[config.mk]
export PLATFORM = sky130hd
export DESIGN_NAME = ctas_ram
export DESIGN_NICKNAME = d
export VERILOG_FILES = /design/src/sv/ctas_ram.sv
export SDC_FILE = /design/constraint.sdc
export NUM_CORES = 2
export LEC_CHECK = 0
export BUFFER_PORTS_ARGS = -buffer_cell sky130_fd_sc_hd__buf_2
export CORE_ASPECT_RATIO = 0.8
export CORE_UTILIZATION = 50
export DETAILED_ROUTE_END_ITERATION = 8
export PLACE_DENSITY = 0.67
export SYNTH_ARGS = -nofsm -noshare
export SYNTH_HDL_FRONTEND = slang
export SYNTH_MEMORY_MAX_BITS = 65536
export SYNTH_SLANG_ARGS = --single-unit
[constraint.sdc]
create_clock -name clk -period 13.1 [get_ports clk]
set_clock_uncertainty 0.2 [all_clocks]
set_input_delay 2.62 -clock clk [delete_from_list [all_inputs] [get_ports clk]]
set_output_delay 2.62 -clock clk [all_outputs]
set_load 0.1 [all_outputs]
[src/sv/ctas_ram.sv]
// ----------------------------------------------------------------------------
// ctas_ram
// Simple dual-port synchronous RAM with a registered read.
// ----------------------------------------------------------------------------
`default_nettype none

module ctas_ram #(
  parameter int DEPTH = 64,
  parameter int WIDTH = 74,
  parameter int AW    = (DEPTH > 1) ? $clog2(DEPTH) : 1
) (
  input  wire logic             clk,
  input  wire logic             we,
  input  wire logic [AW-1:0]    waddr,
  input  wire logic [WIDTH-1:0] wdata,
  input  wire logic [AW-1:0]    raddr,
  output logic      [WIDTH-1:0] rdata
);

  logic [WIDTH-1:0] mem [DEPTH];

  always_ff @(posedge clk) begin
    if (we) begin
      mem[waddr] <= wdata;
    end
  end

  always_ff @(posedge clk) begin
    rdata <= mem[raddr];
  end

endmodule

`default_nettype wire

Yosys cells after proc, flatten, opt, wreduce, memory -nomap -nowiden. Memory sizes are Yosys's and may differ from the RTL's. A register that Yosys moved wholly into a read port is not among the register bits. Index checks and enable logic that the tools add are counted.

Muxes and demuxes: 2.

Operators with widths (count): $mux W1 (2).

Bits in registers: 0. RAM bits: 4736. Bits of input ports: 88. Output and inout bits: 74. Logic and storage cells: 3. Memories kept: 1.

Memories: mem (depth 64, width 74, rd ports 1, clocked after memory_dff 1, wr ports 1, line 20) `logic [WIDTH-1:0] mem [DEPTH];`.

Longest topological paths before layout.
Depth after elaboration: 2. Mapped depth: 10. Depth with buffers taken out: 5.

Worst setup path before layout. Ideal clock, no wire load.

Path type: input to register. From: input waddr[3]. To: memory mem[48][0], enable pin. Library setup time: 597 ps. Arrival: 8162 ps. Data required time: 12303 ps. Setup slack: 4141 ps. Stages on the path: 4. Path buffers: 1. Path through: clkbuf_1 -> nor2b_1 -> nand4b_1 -> nor3_1.

RTL lines: from (decl) (line 14) `input wire logic [AW-1:0] waddr,`; to (decl) (line 20).

Straight into the memory's write port.

==> flow_summary.toml <==
[status]
status = "completed"

[clocking]
cts_tree = "done"
insertion_delay_ns = 0.98
clock_sinks = 4810
path_clk_slew_ns = 0.06
postCtsHoldBufs = 0
cts_made_buffers = 442
cts_buffer_depth = 4
cts_root_buffer = "clkbuf_16"
htree_levels = 5
post_cts_resized = 0
cts_setup_buffers = 0

[finish]
nets = 8101
num-fill-cells = 25751
fin_util_pct = 56.23
drive_gt1_share_pct = 28.86
layout_commonest_cell = "edfxtp_1"
syn2layout_area_growth_pct = 11.94
final_cell_mix = "edfxtp_1, mux4_2, clkbuf_16"

[worst_hold_path]
hold_start = "mem[10][65]$_DFFE_PP_"
hold_path_depth = 5
hold_end = "rdata[65]$_DFF_P_"
hp-class = "reg2reg"

[floorplanning]
start_util_pct = 50.23
rows = 197
ios = 162
die_w_um = 674.2
die_h_um = 539.8
coreArea_um2 = 359900
fp.dieArea_um2 = 363900

[critical_path]
setup.worst_path.class = "in2reg"
cp_data_arrival_time_ns = 6.73
critical_path_peak_fanout = 47
start_kind = "input port"
r2r-start = "mem[38][61]$_DFFE_PP_"
cp-startpoint = "raddr[1]"
r2r_cells = 4
reg2reg_to = "rdata[61]$_DFF_P_"
regToRegSetupSlack_ns = 10.60
cp.required_ns = 13.71
end_kind = "flop"

[grt]
antenna_found_initial = 45
grt_pass1_wl_mm = 696.2
grt_overflow = 0
grt_usage_pct = 27.57
grt_pass1_vias = 87354
grt_max_degree = 134

[drt]
via_per_inst = 6.741
first_pass_iters = 8
wl_per_cell_um = 38.29
routed_wl_mm = 504.7
vias = 88864
post-route-drc-count = 0
ant_nets = 0
drt_iter0_markers = 13752

[sta]
rsz0062_at_grt = "no"
setup_viol = 0
relSlewSlack_pct = 8.844
worst_pin_slew_ns = 1.367
fin_tns_setup_ns = 0
drv_slew = 0
finalCritPeriodShare_pct = 46.78
hold_viol_final = 0
period_minus_slack_ns = 6.128
fmax_mhz = 163.2

[synthesis]
syn_nets = 7745
ys_warn_count = 0
mappedNetlistArea_um2 = 180800
synth_cell_types = 32
synth_edf_count = 4736
seq_area_frac_synth_pct = 79.50
ys_ff_latch = 4810
async_flop_share_pct = 0
syn-instance-count = 7657
synth_area_per_cell_um2 = 23.61
synth_flop_cell = "edfxtp_1"

[placed_design]
hpwl_mm = 231.5
gp_congestion = 0.7686
portBuffers = 161

[power_and_ir_drop]
p_per_area_nw_per_um2 = 155.8
p_leak_uw = 0.06235
peakVddDrop_v = 0.0001321

[run]
maxCapViolCount = 0
## area by class of cell
cell class	instances	area [µm²]	share of cell area (%)
clock buffer	576	11940	5.898
timing repair buffer	342	2790	1.379
tap	4776	5976	2.953
inverter	1	11.26	0.005565
multi-input combinational	2416	35590	17.59
antenna	14	35.03	0.01731
clock inverter	247	2311	1.142
sequential	4810	143700	71.02
## metrics by stage
step	cells	total power, µW	cell area, µm²	setup WS (ns)	hold slack, ns
5_1_grt	13172	32260	202300	6.923	0.6928
6_report	13182	31530	202300	6.972	0.6091
3_3_place_gp	12345	19080	188100	6.127	0.6047
4_1_cts	13168	31630	202300	7.169	0.5961
3_5_place_dp	12345	19120	188100	6.150	0.5961
2_1_floorplan	7657	18460	180800	4.141	0.5492
## metal layers
metal | vias up | routed length, µm | track usage (%)
met2 | 6060 | 235300 | 42.72
li1 | 33703 | - | -
met3 | 1057 | 60900 | 5.520
met5 | - | 134 | 0
met4 | 22 | 19430 | 9.219
met1 | 48022 | 188900 | 39.75
## power breakdown
part | internal, µW | switching (µW)
Combinational | 531 | 1130
Sequential | 17000 | 79.3
Clock | 7090 | 5660
Total | 24700 | 6870
## worst max-delay path, cell delays in order
cell	delay, ns
buf_8	0.40
and2_4	0.77
buf_4	0.72
buf_4	0.97
a22oi_1	0.26
nand2_1	0.14
a21oi_1	0.05
nor3_1	0.55
## cell usage after synthesis (68+ instances only)
cell type     n  area (µm²)
a21oi_1     177       885.9
nand2_1     183       686.9
dfxtp_1      74        1481
clkbuf_1    181       679.4
a22oi_1     224        1682
buf_2       139       695.7
edfxtp_1   4736      142200
nor3_1       68       340.3
o22ai_1      99       619.3
nor2_1       94       352.8
mux4_2     1211       27270
mux2_2      132        1486
## cells by family after synthesis
kind of cell,Yosys count,share of synthesized area [%]
mux,1391,16.18
simple gates,431,1.031
flops,4810,79.50
compound gates,594,2.175
buf+inv,431,1.120
## worst max path at each step
stage	to	slack, ns	cells past startpoint
global route	rdata[22]$_DFF_P_	6.92	7
CTS	rdata[22]$_DFF_P_	7.17	7
floorplan	mem[48][0]$_DFFE_PP_	4.14	4
global placement	rdata[1]$_DFF_P_	6.13	7
finish	rdata[35]$_DFF_P_	6.97	8
detailed placement	rdata[35]$_DFF_P_	6.15	8
## state kept, by name, indices dropped and copies added (netlist names)
name,count
rdata,74
mem,4736
Note: power is estimated with default switching activity, not from simulation.
