--- src/sv/ctas_pkg.sv ---
// ----------------------------------------------------------------------------
// ctas_pkg
// Shared types and constants for the candidate table aggregate/select block.
// ----------------------------------------------------------------------------
`default_nettype none

package ctas_pkg;

  localparam int TABLE_ENTRIES = 64;
  localparam int CNT_W  = $clog2(TABLE_ENTRIES + 1);
  localparam int ADDR_W = (TABLE_ENTRIES > 1) ? $clog2(TABLE_ENTRIES) : 1;
  localparam int LIM_W  = 7;
  localparam int CMP_W  = (CNT_W > LIM_W) ? CNT_W : LIM_W;

  localparam logic [1:0] REG_THRESHOLD = 2'd0;
  localparam logic [1:0] REG_RADIUS    = 2'd1;
  localparam logic [1:0] REG_LIMIT     = 2'd2;

  localparam logic KIND_ADD    = 1'b0;
  localparam logic KIND_FINISH = 1'b1;

  localparam logic TBL_EXACT = 1'b0;
  localparam logic TBL_FUZZY = 1'b1;

  typedef struct packed {
    logic [3:0]       threshold;
    logic [1:0]       radius;
    logic [LIM_W-1:0] limit;
  } cfg_t;

  typedef struct packed {
    logic [31:0] id;
    logic [31:0] tm;
    logic [7:0]  sup;
    logic [1:0]  mdist;
  } entry_t;

  localparam int ENTRY_W = $bits(entry_t);

endpackage

`default_nettype wire

--- src/sv/ctas_cfg.sv ---
// ----------------------------------------------------------------------------
// ctas_cfg
// APB-style register file: support threshold, match radius, table limit.
// ----------------------------------------------------------------------------
`default_nettype none

module ctas_cfg (
  input  wire logic          clk,
  input  wire logic          rst_n,
  input  wire logic          psel,
  input  wire logic          penable,
  input  wire logic          pwrite,
  input  wire logic [3:0]    paddr,
  input  wire logic [31:0]   pwdata,
  output logic      [31:0]   prdata,
  output logic               pready,
  output ctas_pkg::cfg_t     cfg
);
  import ctas_pkg::*;

  cfg_t cfg_r;
  logic wr_en;

  assign pready = 1'b1;
  assign wr_en  = psel && penable && pwrite;
  assign cfg    = cfg_r;

  always_ff @(posedge clk) begin
    if (!rst_n) begin
      cfg_r.threshold <= 4'd1;
      cfg_r.radius    <= 2'd2;
      cfg_r.limit     <= LIM_W'(64);
    end else if (wr_en) begin
      case (paddr[3:2])
        REG_THRESHOLD: cfg_r.threshold <= pwdata[3:0];
        REG_RADIUS:    cfg_r.radius    <= pwdata[1:0];
        REG_LIMIT:     cfg_r.limit     <= pwdata[LIM_W-1:0];
        default:       ;
      endcase
    end
  end

  always_comb begin
    case (paddr[3:2])
      REG_THRESHOLD: prdata = {28'd0, cfg_r.threshold};
      REG_RADIUS:    prdata = {30'd0, cfg_r.radius};
      REG_LIMIT:     prdata = {{(32-LIM_W){1'b0}}, cfg_r.limit};
      default:       prdata = 32'd0;
    endcase
  end

endmodule

`default_nettype wire

--- config.mk ---
export PLATFORM = sky130hd
export DESIGN_NAME = ctas_cfg
export DESIGN_NICKNAME = d
export VERILOG_FILES = /design/src/sv/ctas_pkg.sv /design/src/sv/ctas_cfg.sv
export SDC_FILE = /design/constraint.sdc
export NUM_CORES = 1
export LEC_CHECK = 0
export ABC_AREA = 1
export BUFFER_PORTS_ARGS = -buffer_cell sky130_fd_sc_hd__buf_4
export CAP_MARGIN = 10
export CORE_UTILIZATION = 35
export CTS_CLUSTER_DIAMETER = 150
export DETAILED_ROUTE_END_ITERATION = 8
export HOLD_SLACK_MARGIN = 0.15
export PLACE_DENSITY_LB_ADDON = 0.15
export SETUP_SLACK_MARGIN = 0.3
export SLEW_MARGIN = 20
export SYNTH_ARGS = -nofsm -noshare
export SYNTH_HDL_FRONTEND = slang
export SYNTH_SLANG_ARGS = --single-unit
--- constraint.sdc ---
create_clock -name clk -period 0.9 [get_ports clk]
set_clock_uncertainty 0.1 [all_clocks]
set_input_delay 0.09 -clock clk [delete_from_list [all_inputs] [get_ports clk]]
set_output_delay 0.09 -clock clk [all_outputs]
set_load 0.005 [all_outputs]
---- After elaboration in Yosys (flattened, before gate mapping) ----
Index checks and enable logic that the tools add are counted.
W data, S select, Z words.
word-level totals
  bits in registers ....................... 13
  input bits .............................. 41
  output and inout port bits .............. 46
operators by class
  equal/unequal tests ..................... 2
  mux-type cells .......................... 1
  reductions and logical operators ........ 6
operator list
  operator              number
  $pmux W7 S3           1
  $reduce_and A2 Y1     3
  $eq A2 B1 Y1 const B  1
  $eq A2 B2 Y1 const B  1
  $logic_and A1 B1 Y1   2
  $logic_not A2 Y1      1

---- Depth between registers and ports, before layout ----
Gate-level depths: netlist (run 1).
  word-level depth ........................ 3
  depth in mapped cells ................... 5
  mapped depth without buffers ............ 5

---- Least setup slack after synthesis (run 1) ----
No wires, ideal clock.
  kind .................................... input to register
  from .................................... in paddr[2]
  to ...................................... reg cfg_r (netlist bit cfg[11])
  arrival time ............................ 0.553 ns
  required time ........................... 0.687 ns
  slack ................................... 0.134 ns
  stages on the path ...................... 4
  path buffers ............................ 0
  cell sequence ........................... nor2_1 > nand3_1 > nand2_1 > nor2_1
on the way
  cells in the longest elaborated chain, start to end .. 2
ends and longest elaborated chain
  item                         RTL line        RTL
  from (decl)                  ctas_cfg.sv:13  input wire logic [3:0] paddr,
  $logic_not A2 Y1             ctas_cfg.sv:34  case (paddr[3:2])
  $reduce_and A2 Y1 (no line)  -
  to (decl)                    ctas_cfg.sv:21  cfg_t cfg_r;
No other way between the ends.
A chain may end at the register's enable or synchronous reset.

---- Worst setup path after layout (run 1) ----
  from .................................... reg cfg_r (netlist bit cfg[12])
  to ...................................... out prdata[3]
on the way
  cells in the longest elaborated chain, start to end .. 1
ends and longest elaborated chain
  item         RTL line        RTL
  $pmux W7 S3  ctas_cfg.sv:44  case (paddr[3:2])
  to (decl)    ctas_cfg.sv:15  output logic [31:0] prdata,
No other way between the ends.

==> impl_table.tex, run 1 <==
\begin{tabular}{lr}
\hline
Metric & Value \\
\hline
\multicolumn{2}{l}{\textbf{Run status}} \\
\quad Status & finished with violations \\
\quad Violations in the final reports & negative hold slack, negative setup slack \\
\multicolumn{2}{l}{\textbf{Logic synthesis}} \\
\quad Gate count after technology mapping & 128 \\
\quad Library cell occupying the most area in the post-synthesis netlist & sky130\_fd\_sc\_hd\_\_dfxtp\_1 \\
\quad Mean Syn Cell Area & about 6.7 um\^{}2 \\
\quad Top post-synthesis cells by area & sky130\_fd\_sc\_hd\_\_dfxtp\_1 30\%, sky130\_fd\_sc\_hd\_\_buf\_4 23\%, sky130\_fd\_sc\_hd\_\_nor2\_1 11\% \\
\quad YS warnings & 0 \\
\quad Netlist area before placement & between 800 and 900 um\^{}2 \\
\quad Number of distinct library cells after synthesis & 15 \\
\quad Portion of synthesized cell area occupied by the leading cell type & 0.3036 \\
\quad Fraction of the yosys area taken by sequential cells & 0.3036 \\
\quad Register bit total from synthesis & 13 \\
\multicolumn{2}{l}{\textbf{Clocking}} \\
\quad H-Tree Level Count & 1 \\
\quad Maximum buffer depth of the clock tree & 2 \\
\quad Clock tree root driver cell & sky130\_fd\_sc\_hd\_\_clkbuf\_4 \\
\quad Clock transition at path regs & around 80 ps \\
\quad Worst skew pair latency & 270 ps \\
\quad CTS tree & done \\
\quad Clock buffer count from CTS & 3 \\
\quad Sinks on the clock net & 13 \\
\multicolumn{2}{l}{\textbf{Timing}} \\
\quad Final hold violation count & 3 \\
\quad Setup repair after global routing missed its margin & true \\
\quad Fmax & 0.8914 GHz \\
\quad Final period demand of the worst path & 1122 ps \\
\quad Final number of max-transition violations & 0 \\
\quad Worst setup slack after layout & -221.8 ps \\
\quad Hold WS & -79.08 ps \\
\quad Tcrit/Tclk final & 1.246 \\
\quad Final setup violation count & 20 \\
\multicolumn{2}{l}{\textbf{Cells and area}} \\
\quad Share of final-layout standard cells stronger than drive strength 1 & 0.4943 \\
\quad Signed area change from the synthesized netlist to the final layout & 53.43\% \\
\quad Filler Cells Inserted & 224 \\
\quad Number of nets in the finished design & $\sim$220 \\
\quad \# diodes & 0 \\
\quad Post-Route Utilization & 0.5832 \\
\quad Number of flip-flops under the largest register name & 13 \\
\multicolumn{2}{l}{\textbf{Power and ir drop}} \\
\quad Switching Fraction & 0.2883 \\
\quad Total chip power & roughly 0.0012 W \\
\quad Seq pwr share & 0.479 \\
\quad Leakage power & around 0.67 nW \\
\quad Fraction of power consumed by the clock network & 0.292 \\
\quad Peak VDD IR & around 0.00074 V \\
\quad Fraction of power consumed by combinational cells & 0.229 \\
\quad Power density cells & between 900 and 1000 nW/um\^{}2 \\
\quad Internal cell power & about 0.0009 W \\
\quad P\_sw & about 0.00036 W \\
\multicolumn{2}{l}{\textbf{Critical path}} \\
\quad Critical path peak fanout & 2 \\
\quad Startpoint types & flip-flop \\
\quad Critical Path Max Stage Delay & 330 ps \\
\quad Endpoint arrival time on the critical path & about 930 ps \\
\quad Endpoint class of the critical path & primary output \\
\quad Cell with the biggest individual delay on the critical path & sky130\_fd\_sc\_hd\_\_dfxtp\_2 \\
\quad Crit Path Category & reg2out \\
\quad Critical Path RT & between 700 and 800 ps \\
\quad Chain of cells forming the critical path & a22o\_1 -> buf\_4 \\
\multicolumn{2}{l}{\textbf{Floorplan}} \\
\quad DIE WIDTH & roughly 51 um \\
\quad Die height & 51.49 um \\
\quad Die Area & 2651 um\^{}2 \\
\quad Floorplan Core Area & 2255 um\^{}2 \\
\quad Boundary Pins & slightly below 90 \\
\quad Initial cell density of the core & 0.3801 \\
\quad Row Count & 17 \\
\multicolumn{2}{l}{\textbf{Detailed routing}} \\
\quad Detail Route Antenna Nets & 0 \\
\quad Violation count after the first detailed-routing iteration & 5 \\
\quad Detailed-router iteration count before antenna repair & 4 \\
\quad Sum of routed wire length over all layers & roughly 2100 um \\
\quad Drc violations & 0 \\
\quad Number of vias per cell after detailed routing & 4.337 \\
\quad Post-DR wirelength/cell & 10.46 um \\
\quad DR vias & approximately 880 \\
\multicolumn{2}{l}{\textbf{Global route}} \\
\quad Via count of the first global-routing pass & approximately 780 \\
\quad Wire length of the first global-routing pass & between 3000 and 4000 um \\
\quad Initial antenna violation count & 0 \\
\quad GRT Residual Overflow & 0 \\
\quad Gr usage total & 0.1732 \\
\quad Maximum number of pins on one net before global-route repair & 14 \\
\multicolumn{2}{l}{\textbf{Flow run}} \\
\quad Max\_cap viols & 0 \\
\multicolumn{2}{l}{\textbf{Worst hold path}} \\
\quad Worst min-delay path class & in2reg \\
\multicolumn{2}{l}{\textbf{Place}} \\
\quad Number of buffer cells added on primary ports & 33 \\
\quad HPWL reported at the end of detailed placement & 1502 um \\
\quad Placer Congestion & between 0.8 and 0.9 \\
\hline
\end{tabular}
-- cells in the mapped netlist --
| master | n |
|---|---|
| sky130_fd_sc_hd__nor2_2 | 1 |
| sky130_fd_sc_hd__nor2_4 | 3 |
| sky130_fd_sc_hd__nand3_2 | 1 |
| sky130_fd_sc_hd__buf_2 | 1 |
| sky130_fd_sc_hd__inv_2 | 2 |
| sky130_fd_sc_hd__a22o_1 | 2 |
| sky130_fd_sc_hd__inv_1 | 10 |
| sky130_fd_sc_hd__nand3_1 | 15 |
| sky130_fd_sc_hd__nand2_2 | 1 |
| sky130_fd_sc_hd__nand2_1 | 22 |
| sky130_fd_sc_hd__nor2_1 | 26 |
| sky130_fd_sc_hd__conb_1 | 2 |
| sky130_fd_sc_hd__o21ai_0 | 3 |
| sky130_fd_sc_hd__dfxtp_1 | 13 |
| sky130_fd_sc_hd__buf_4 | 26 |
-- cell type report --
type	instances	area, um^2	share of cell area
Sequential cell	13	279.0	0.2122
Tap cell	28	35.03	0.02664
Clock buffer	4	26.28	0.01998
Timing Repair Buffer	45	405.4	0.3083
Inverter	12	45.04	0.03425
Multi-Input combinational cell	100	524.3	0.3987
-- power groups by stage --
stage / Sequential, W / Clock, W / Combinational, W
6_report: 0.000598 / 0.000365 / 0.000286
3_5_place_dp: 0.000613 / 0 / 0.000235
2_1_floorplan: 0.000612 / 0 / 0.000201
3_3_place_gp: 0.000613 / 0 / 0.000231
5_1_grt: 0.000600 / 0.000422 / 0.000318
4_1_cts: 0.000600 / 0.000390 / 0.000262
-- logic make-up after synthesis --
kind of cell / after synthesis / share of synthesized area
other cells: 2 / 0.008762
compound gates: 5 / 0.03795
simple gates: 69 / 0.3635
buf+inv: 39 / 0.2861
flops: 13 / 0.3037
-- cell usage in the layout (no fill, tap or decap), drive strengths merged --
cell,instances
nand2,23
clkbuf,4
inv,12
nor2,30
a22o,2
conb,26
nand3,16
o21ai,3
dfxtp,13
buf,45
-- repair_timing --
item                                   CTS  global route
endpoints found under the hold margin   13            13
cloned                                   0             0
pin swaps                               23             9
setup endpoints to repair               33            33
gates resized for setup                 20            21
buffers inserted                        10             1
-- path summary, 6_finish.rpt --
check             startpoint   endpoint  slack (ps)  cells past startpoint
setup reg to reg     cfg[11]    cfg[11]         120                      3
setup / recovery     cfg[12]  prdata[3]        -220                      2
hold reg to reg       cfg[9]     cfg[9]         390                      2
hold / removal     pwdata[6]     cfg[6]         -80                      3
-- stage by stage --
step / worst slack (ps) / cells / area, um^2 / TNS [ps]
2_1_floorplan: 194.3 / 152 / 978.4 / 0
3_3_place_gp: -71.39 / 187 / 1069 / -360.5
3_5_place_dp: -61.56 / 187 / 1069 / -398.6
4_1_cts: -234.0 / 201 / 1240 / -2731
5_1_grt: -262.6 / 202 / 1315 / -3687
6_report: -221.8 / 202 / 1315 / -2690
-- worst max-delay path, delay by kind of cell (launching register included) --
kind,cells,cell delay (ps)
AOI/OAI and AO/OA,1,200
buffers and inverters,1,130
DFF,1,330
-- metal layers --
layer,track usage,wire (um)
met1,0.1821,821
met3,0.05060,133
met2,0.3052,1120
met4,0.09459,37
met5,0,0
Note: power is estimated with default switching activity, not from simulation.
==> inputs of run 2 (changes only) <==
--- a/config.mk
+++ b/config.mk
@@ -5,7 +5,6 @@
 export SDC_FILE = /design/constraint.sdc
 export NUM_CORES = 1
 export LEC_CHECK = 0
-export ABC_AREA = 1
 export BUFFER_PORTS_ARGS = -buffer_cell sky130_fd_sc_hd__buf_4
 export CAP_MARGIN = 10
 export CORE_UTILIZATION = 35
==> impl_table.tex, run 2 <==
\begin{tabular}{lr}
\hline
Metric & Value \\
\hline
\multicolumn{2}{l}{\textbf{Detailed routing}} \\
\quad DR vias & slightly below 800 \\
\quad Drc violations & 0 \\
\quad Number of vias per cell after detailed routing & between 4 and 5 \\
\quad Total met2 wirelength after detailed routing & approximately 1100 um \\
\quad Sum of routed wire length over all layers & around 2100 um \\
\quad Routed length on met3 & 127 um \\
\quad Detailed-router iteration count before antenna repair & 2 \\
\quad Uppermost layer routed & met4 \\
\quad Violation count after the first detailed-routing iteration & 4 \\
\quad Post-DR wirelength/cell & 11.53 um \\
\quad Detail Route Antenna Nets & 0 \\
\quad Post-Route M1 WL & 873 um \\
\multicolumn{2}{l}{\textbf{Global route}} \\
\quad Wire length of the first global-routing pass & $\sim$3100 um \\
\quad Gr usage total & 0.1667 \\
\quad Via count of the first global-routing pass & $\sim$690 \\
\quad Maximum number of pins on one net before global-route repair & 20 \\
\quad GRT Residual Overflow & 0 \\
\quad Initial antenna violation count & 0 \\
\multicolumn{2}{l}{\textbf{Critical path}} \\
\quad Gate family responsible for the most delay along the worst path & flip-flops \\
\quad Depth of the critical timing path with buffers and inverters included & 3 \\
\quad Chain of cells forming the critical path & mux2i\_1 -> o21ai\_1 -> buf\_4 \\
\quad Cell with the biggest individual delay on the critical path & sky130\_fd\_sc\_hd\_\_dfxtp\_2 \\
\quad Endpoint class of the critical path & primary output \\
\quad Endpoint arrival time on the critical path & 960 ps \\
\quad Critical path peak fanout & 2 \\
\quad Number of cells traversed by the worst register-to-register path & 4 \\
\quad Crit Path Category & reg2out \\
\quad CP bufs+invs & 1 \\
\quad Critical Path Max Stage Delay & between 300 and 400 ps \\
\quad Critical Path RT & about 700 ps \\
\quad Startpoint types & flip-flop \\
\multicolumn{2}{l}{\textbf{Timing}} \\
\quad Final setup violation count & 21 \\
\quad Setup repair after global routing missed its margin & true \\
\quad Worst setup slack after layout & -245.0 ps \\
\quad Final period demand of the worst path & 1145 ps \\
\quad Hold WS & -50.77 ps \\
\quad Tcrit/Tclk final & 1.272 \\
\quad Setup TNS & -2859 ps \\
\quad Fmax & a little under 0.9 GHz \\
\quad Final hold violation count & 7 \\
\quad Final number of max-transition violations & 0 \\
\multicolumn{2}{l}{\textbf{Worst hold path}} \\
\quad Number of cells on the worst hold path & 3 \\
\quad Worst min-delay path class & in2reg \\
\multicolumn{2}{l}{\textbf{Power and ir drop}} \\
\quad Leakage power & slightly above 0.7 nW \\
\quad Total chip power & between 0.001 and 0.0015 W \\
\quad Power density cells & a little under 900 nW/um\^{}2 \\
\quad Peak VDD IR & between 0.0006 and 0.0007 V \\
\multicolumn{2}{l}{\textbf{Flow run}} \\
\quad Max\_cap viols & 0 \\
\multicolumn{2}{l}{\textbf{Cells and area}} \\
\quad Signed area change from the synthesized netlist to the final layout & 68.20\% \\
\quad \# diodes & 0 \\
\quad Commonest cells after routing, fill and taps aside & 35 x sky130\_fd\_sc\_hd\_\_buf\_6, 26 x sky130\_fd\_sc\_hd\_\_conb\_1, 24 x sky130\_fd\_sc\_hd\_\_buf\_4, 14 x sky130\_fd\_sc\_hd\_\_mux2i\_1, 13 x sky130\_fd\_sc\_hd\_\_dfxtp\_2 \\
\quad Share of final-layout standard cells stronger than drive strength 1 & 0.6178 \\
\quad Most common cell after layout, fill and taps aside & sky130\_fd\_sc\_hd\_\_buf\_6 \\
\quad Number of nets in the finished design & $\sim$200 \\
\quad Number of flip-flops under the largest register name & 13 \\
\quad Post-route non-filler standard cell count & around 190 \\
\multicolumn{2}{l}{\textbf{Clocking}} \\
\quad Clock tree root driver cell & sky130\_fd\_sc\_hd\_\_clkbuf\_4 \\
\quad H-Tree Level Count & 1 \\
\quad Maximum buffer depth of the clock tree & 2 \\
\quad Sinks on the clock net & 13 \\
\quad Clock transition at path regs & about 80 ps \\
\quad Clock buffer count from CTS & 3 \\
\quad Worst skew pair latency & 290 ps \\
\quad CTS tree & done \\
\multicolumn{2}{l}{\textbf{Run status}} \\
\quad Violations in the final reports & negative hold slack, negative setup slack \\
\quad Status & finished with violations \\
\multicolumn{2}{l}{\textbf{Place}} \\
\quad Number of cells after detailed placement & between 150 and 200 \\
\quad Number of buffer cells added on primary ports & 33 \\
\quad Placer Congestion & approximately 0.7 \\
\quad HPWL reported at the end of detailed placement & around 1400 um \\
\multicolumn{2}{l}{\textbf{Logic synthesis}} \\
\quad Commonest cells in the netlist & 27 x sky130\_fd\_sc\_hd\_\_buf\_4, 18 x sky130\_fd\_sc\_hd\_\_nand2\_1, 14 x sky130\_fd\_sc\_hd\_\_mux2i\_1, 13 x sky130\_fd\_sc\_hd\_\_dfxtp\_1, 5 x sky130\_fd\_sc\_hd\_\_and2\_1 \\
\quad Main synth FF type & sky130\_fd\_sc\_hd\_\_dfxtp\_1 \\
\quad Register bit total from synthesis & 13 \\
\quad Portion of synthesized cell area occupied by the leading cell type & 0.3091 \\
\quad Gate count after technology mapping & just over 100 \\
\quad Fraction of the yosys area taken by sequential cells & 0.3091 \\
\quad Most common cell in the netlist & sky130\_fd\_sc\_hd\_\_buf\_4 \\
\quad YS warnings & 0 \\
\quad Async SR Flop Fraction & 0 \\
\quad Mean Syn Cell Area & approximately 8.3 um\^{}2 \\
\quad Number of enable-type register cells in the synthesized netlist & 0 \\
\quad Number of distinct library cells after synthesis & 20 \\
\quad Library cell occupying the most area in the post-synthesis netlist & sky130\_fd\_sc\_hd\_\_dfxtp\_1 \\
\quad Top post-synthesis cells by area & sky130\_fd\_sc\_hd\_\_dfxtp\_1 31\%, sky130\_fd\_sc\_hd\_\_buf\_4 24\%, sky130\_fd\_sc\_hd\_\_mux2i\_1 17\% \\
\quad Netlist area before placement & about 840 um\^{}2 \\
\multicolumn{2}{l}{\textbf{Floorplan}} \\
\quad Floorplan Core Area & 2233 um\^{}2 \\
\quad DIE WIDTH & 51.05 um \\
\quad Die Area & about 2600 um\^{}2 \\
\quad Row Count & 17 \\
\quad Initial cell density of the core & 0.3770 \\
\quad Boundary Pins & 87 \\
\quad Die height & about 50 um \\
\hline
\end{tabular}
## run 2: cell count changes in the layout (fill, tap and decap cells not counted), sizes merged, moves of 5 or more
cell,previous run,this run
and2,0,5
buf,45,59
inv,12,3
mux2i,0,14
nand2,23,18
nand3,16,3
nor2,30,2
## run 2: tightest hold or removal path, stage by stage
cell and delay, ps:
sky130_fd_sc_hd__buf_4 80, sky130_fd_sc_hd__nand3_1 50, sky130_fd_sc_hd__o211ai_1 90
## run 2: kinds of logic after synthesis
kind of cell           count (synthesis)  share of synthesized area
DFF                                   13                     0.3091
buffers and inverters                 34                     0.2853
and+or+nand+nor                       32                     0.1768
AOI/OAI and AO/OA                      6                    0.05349
other                                  2                   0.008919
muxes                                 14                     0.1664
## run 2: layout make-up
class | count | area, um^2
Clock buffer | 4 | 26.28
Fill cell | 204 | 817.0
Inverter | 3 | 11.26
Multi-Input combinational cell | 78 | 493.0
Sequential cell | 13 | 276.5
Tap cell | 28 | 35.03
Timing Repair Buffer | 59 | 574.3
## run 2: timing repair
action                                  4_1_cts  5_1_grt
buffers inserted                             10        6
resized for setup                            51       17
pin swaps                                     6        1
hold endpoints to repair                     13       13
endpoints found under the setup margin       33       33
## run 2: final timing paths
path / start / end / slack, ps
hold / removal: pwdata[6] / cfg[6] / -50
setup / recovery: cfg[0] / prdata[0] / -250
setup reg to reg: cfg[9] / cfg[9] / -20
hold reg to reg: cfg[7] / cfg[7] / 380
## run 2: per-stage QoR
stage	hold slack, ps	utilization	setup WS (ps)	instance area (um^2)
after floorplan	111.1	-	-104.1	948.4
after global placement	240.5	0.4762	-226.3	1064
after detailed placement	251.5	0.4762	-262.3	1064
after CTS	-49.94	0.5899	-234.8	1318
after global routing	-52.44	0.6342	-328.8	1416
final	-50.77	0.6342	-245.0	1416
## run 2: power by group
| part | total, W | internal, W | switching (W) |
|---|---|---|---|
| logic | 0.000259 | 0.000138 | 0.000121 |
| registers | 0.000591 | 0.000585 | 0.00000672 |
| clock network | 0.000375 | 0.000173 | 0.000203 |
| total | 0.00123 | 0.000895 | 0.000331 |
## run 2: metal layers
layer | global-route usage | vias up
li1 | - | 383
met3 | 0.05357 | 2
met4 | 0.04167 | 0
met5 | 0 | -
met2 | 0.2895 | 41
met1 | 0.1953 | 356
